[src/design/rhd_pkg.sv]
`default_nettype none

package rhd_pkg;

    // Request codes carried by an input item.
    localparam logic [1:0] REQ_INIT = 2'd0;
    localparam logic [1:0] REQ_STEP = 2'd1;
    localparam logic [1:0] REQ_READ = 2'd2;
    // The remaining code changes nothing and reports like a read with no data.
    localparam logic [1:0] REQ_NOP  = 2'd3;

    // Configuration register indexes.
    localparam logic [2:0] CFG_SEGMENTS  = 3'd0;
    localparam logic [2:0] CFG_IFACE     = 3'd1;
    localparam logic [2:0] CFG_GAIN_IN   = 3'd2;
    localparam logic [2:0] CFG_GAIN_OUT  = 3'd3;
    localparam logic [2:0] CFG_RADIUS    = 3'd4;
    localparam logic [2:0] CFG_W_INNER   = 3'd5;
    localparam logic [2:0] CFG_W_OUTER   = 3'd6;
    localparam logic [2:0] CFG_THRESHOLD = 3'd7;

    // Temperatures in Q12.20 kelvin.
    localparam logic [31:0] TEMP_INIT = 32'h12C0_0000;  // 300 K
    localparam logic [31:0] TEMP_HOT  = 32'h5DC0_0000;  // 1500 K
    localparam logic [31:0] TEMP_AMB  = 32'h12A0_0000;  // 298 K

    // Curvature divider widths: numerator magnitude and radius divisor.
    localparam int NUM_W = 51;
    localparam int DEN_W = 17;

    typedef struct packed {
        logic [1:0] req_type;
        logic [8:0] node_index;
    } req_t;

    typedef struct packed {
        logic [31:0] max_change;
        logic        converged;
        logic [31:0] inner_face_temp;
        logic [31:0] interface_temp;
        logic [31:0] outer_face_temp;
        logic [31:0] read_temp;
        logic [31:0] steps_done;
    } res_t;

endpackage

`default_nettype wire

[src/design/rhd_div.sv]
`default_nettype none

// Restoring unsigned divider, one quotient bit per cycle.
module rhd_div (
    input  wire logic                       clk,
    input  wire logic                       rst_n,
    input  wire logic                       start,
    input  wire logic [rhd_pkg::NUM_W-1:0]  num,
    input  wire logic [rhd_pkg::DEN_W-1:0]  den,
    output logic                            done,
    output logic [rhd_pkg::NUM_W-1:0]       quo
);

    localparam int NW = rhd_pkg::NUM_W;
    localparam int DW = rhd_pkg::DEN_W;
    localparam int CW = $clog2(NW);
    localparam logic [CW-1:0] LAST_CNT = CW'(NW - 1);

    logic          run_reg;
    logic          done_reg;
    logic [CW-1:0] cnt_reg;
    logic [DW:0]   rem_reg;
    logic [NW-1:0] quo_reg;
    logic [DW-1:0] den_reg;
    logic [DW:0]   trial;
    logic [DW:0]   diff;
    logic          fits;

    // Trial subtraction of the divisor from the shifted remainder.
    always_comb
    begin
        trial = {rem_reg[DW-1:0], quo_reg[NW-1]};
        diff  = trial - {1'b0, den_reg};
        fits  = trial >= {1'b0, den_reg};
    end

    // Iteration control.
    always_ff @(posedge clk or negedge rst_n)
    begin
        if (!rst_n)
        begin
            run_reg  <= 1'b0;
            done_reg <= 1'b0;
            cnt_reg  <= '0;
        end
        else
        begin
            done_reg <= 1'b0;
            if (start)
            begin
                run_reg <= 1'b1;
                cnt_reg <= '0;
            end
            else if (run_reg)
            begin
                if (cnt_reg == LAST_CNT)
                begin
                    run_reg  <= 1'b0;
                    done_reg <= 1'b1;
                end
                else
                begin
                    cnt_reg <= cnt_reg + 1'b1;
                end
            end
        end
    end

    // Remainder and quotient shift register.
    always_ff @(posedge clk)
    begin
        if (start)
        begin
            rem_reg <= '0;
            quo_reg <= num;
            den_reg <= den;
        end
        else if (run_reg)
        begin
            rem_reg <= fits ? diff : trial;
            quo_reg <= {quo_reg[NW-2:0], fits};
        end
    end

    assign done = done_reg;
    assign quo  = quo_reg;

endmodule

`default_nettype wire

[config.mk]
export PLATFORM = sky130hd
export DESIGN_NAME = rhd_div
export DESIGN_NICKNAME = d
export VERILOG_FILES = /design/src/design/rhd_pkg.sv /design/src/design/rhd_div.sv
export SDC_FILE = /design/constraint.sdc
export NUM_CORES = 1
export LEC_CHECK = 0
export ABC_CLOCK_PERIOD_IN_PS = 2900
export BUFFER_PORTS_ARGS = -buffer_cell sky130_fd_sc_hd__buf_2
export CELL_PAD_IN_SITES_DETAIL_PLACEMENT = 1
export CELL_PAD_IN_SITES_GLOBAL_PLACEMENT = 1
export CORE_UTILIZATION = 42
export CTS_CLUSTER_SIZE = 14
export DETAILED_ROUTE_END_ITERATION = 8
export PLACE_DENSITY = 0.79
export SLEW_MARGIN = 20
export SYNTH_ARGS = -nofsm -noshare
export SYNTH_HDL_FRONTEND = slang
export SYNTH_SLANG_ARGS = --single-unit
[constraint.sdc]
create_clock -name clk -period 2.9 [get_ports clk]
set_clock_uncertainty 0.1 [all_clocks]
set_input_delay 0.435 -clock clk [delete_from_list [all_inputs] [get_ports clk]]
set_output_delay 0.435 -clock clk [all_outputs]
set_load 0.03 [all_outputs]
==> flow_summary.toml <==
[status]
status = "finished clean"

[grt]
grt_usage_pct = 21.7
grt_antenna_before_repair = 1
grt_pass1_wl_um = 18900
grt_overflow_total = 0
grt_pass1_vias = 3608
grt_max_degree = 52

[route]
met3_length_um = 642
detail_route.drc_violations = 0
routed_wl_um = 11700
first_pass_iters = 4
dr.max_layer_used = "met4"
viasPerCell = 5.33
met1_length_um = 4860
drtIter0Drc = 131
vias = 3496
wl_per_cell_um = 17.8
wl_met2_um = 5970
final_antenna_net_count = 0

[clock_network]
clk-insertion-delay-late_ps = 380
clkSinkCount = 93
root_buffer = "clkbuf_8"
clk_path_buf_depth = 2
clkTransAtPathRegs_ps = 100
ctsHtreeMaxLevel = 3
cts_buffers = 9
cts_tree = "yes"

[floorplan]
die_w_um = 108
die_area_um2 = 11700
io_pins = 123
core.rowCount = 38
die_h_um = 108
core_um2 = 10900
start_util_pct = 43.3

[synth]
ys_ff_latch = 93
syn_inst = 381
yosysTopAreaCell = "edfxtp_1"
netlist_area_um2 = 4710
yosysMostFrequentCell = "edfxtp_1"
synth_warnings = 0
postSynthAreaPerCell_um2 = 12.4
synth_top_area_share_pct = 43.3
synth_edf_count = 68
synth.area.top_cells = "edfxtp_1 43%, mux2_2 12%, dfxtp_1 7.2%"
synth_seq_area_share_pct = 54.8
ys_types = 54
synth_flop_cell = "edfxtp_1"
synth.top_cells.by_count = "68 x edfxtp_1, 51 x mux2_2, 23 x inv_1"
synth_fp_nets = 472
synthArstFlopShare_pct = 8.60

[sta]
drv_slew = 0
relSlewSlack_pct = 42.9
final.period_utilization_pct = 94.1
hold_viol_final = 0
fmax_ghz = 0.366
period_needed_ps = 2730
fin_setup_tns_ps = 0
worst_pin_slew_ps = 853
rsz0062_at_grt = "no"
setup_violations = 0

[finish]
syn2layout_area_growth_pct = 22.8
fin_util_pct = 53.2
nets = 601
largest_register_ff_count = 51
final_layout_size_suffix_gt1_share_pct = 40.2

[power]
finalPower_mw = 3.16
irDropWorstVdd_uv = 393
p_leak_nw = 2.46
power_density_nw_per_um2 = 545

[job]
maxCapViolCount = 0

[setup_path]
worstSetupPathType = "reg2reg"
cp-end-kind = "flop"
crit_fanout = 6
startpoint_type = "flop"
crit_arrival_ps = 2760
crit_required_ps = 2930

[placed_design]
portBuffers = 122
gp_congestion = 0.785
hpwl_um = 8590

[worst_hold_path]
hold_class = "in2reg"
[cells in the final DEF (no fill, tap or decap), types with 12 or more instances in the layout]
cell / netlist / final
buf_2: 1 / 121
edfxtp_1: 68 / 68
mux2_2: 51 / 51
inv_1: 23 / 22
nand2_1: 22 / 22
nor2_1: 22 / 22
ha_1: 19 / 19
dfxtp_1: 17 / 17
a21oi_1: 15 / 15
o21ai_0: 12 / 12
[worst paths after layout]
kind / slack [ps] / end / cells past startpoint / startpoint
setup / recovery: 170 / quo[0]$_DFFE_PP_ / 9 / quo[50]$_DFFE_PP_
hold reg to reg: 400 / rem_reg[2]$_SDFFE_PP0P_ / 2 / rem_reg[2]$_SDFFE_PP0P_
hold / removal: 120 / den_reg[5]$_DFFE_PP_ / 1 / den[5]
min in group asynchronous: 330 / cnt_reg[0]$_DFFE_PN0P_ / 2 / rst_n
setup reg to reg: 170 / quo[0]$_DFFE_PP_ / 9 / quo[50]$_DFFE_PP_
max in group asynchronous: 2190 / cnt_reg[2]$_DFFE_PN0P_ / 2 / rst_n
[critical path: stages, from the launching register on]
cell and delay [ps]:
edfxtp_1 400, inv_1 70, ha_1 150, inv_1 50
fa_1 400, a21o_1 220, a221oi_4 340, o211ai_2 190
a21o_4 300, mux2_2 270
[layer usage]
layer	track usage, %	vias to the layer above
met2	37.4	88
met5	0	-
met3	7.05	17
met1	25.1	1700
met4	7.93	0
li1	-	1691
[cell families (layout without fill, tap and decap cells)]
logic type / Yosys count / count (layout) / share of synthesized area (%)
DFF: 93 / 93 / 54.8
and+or+nand+nor: 83 / 83 / 9.05
muxes: 59 / 59 / 13.9
xor gates and xnor gates: 14 / 14 / 2.60
AOI/OAI and AO/OA: 75 / 76 / 11.0
other: 0 / 1 / 0
adders and majority gates: 20 / 20 / 5.47
buffers and inverters: 37 / 170 / 3.21
[final cells by class]
type | count | area, um^2
clock buffer | 10 | 128
clock inverter | 6 | 70.1
fill | 1173 | 5100
tap | 140 | 175
inverter | 23 | 86.3
antenna | 1 | 2.50
sequential | 93 | 2580
multi-input combinational | 252 | 2020
timing repair buffer | 131 | 721
[metrics by stage]
stage,area (um^2),hold slack (ps),setup WS [ps],instances
CTS,5740,102,31.4,652
global route,5790,106,6.65,656
global placement,5520,188,77.3,635
finish,5790,125,171,656
floorplan,4710,39.4,14.9,381
detailed placement,5520,188,-17.5,635
[where the power goes]
part	leakage (nW)	internal [mW]	switching, mW
clock	0.0969	0.408	0.491
sequential	0.950	1.55	0.0606
combinational	1.41	0.259	0.390
[repair_timing]
item	CTS	global route
hold buffers	1	0
endpoints found under the hold margin	8	0
gates resized for setup	1	5
cloned	0	1
endpoints found under the setup margin	2	12
pin swaps	0	6
setup buffers	0	2
No activity file was read; power rests on OpenSTA's default activity.
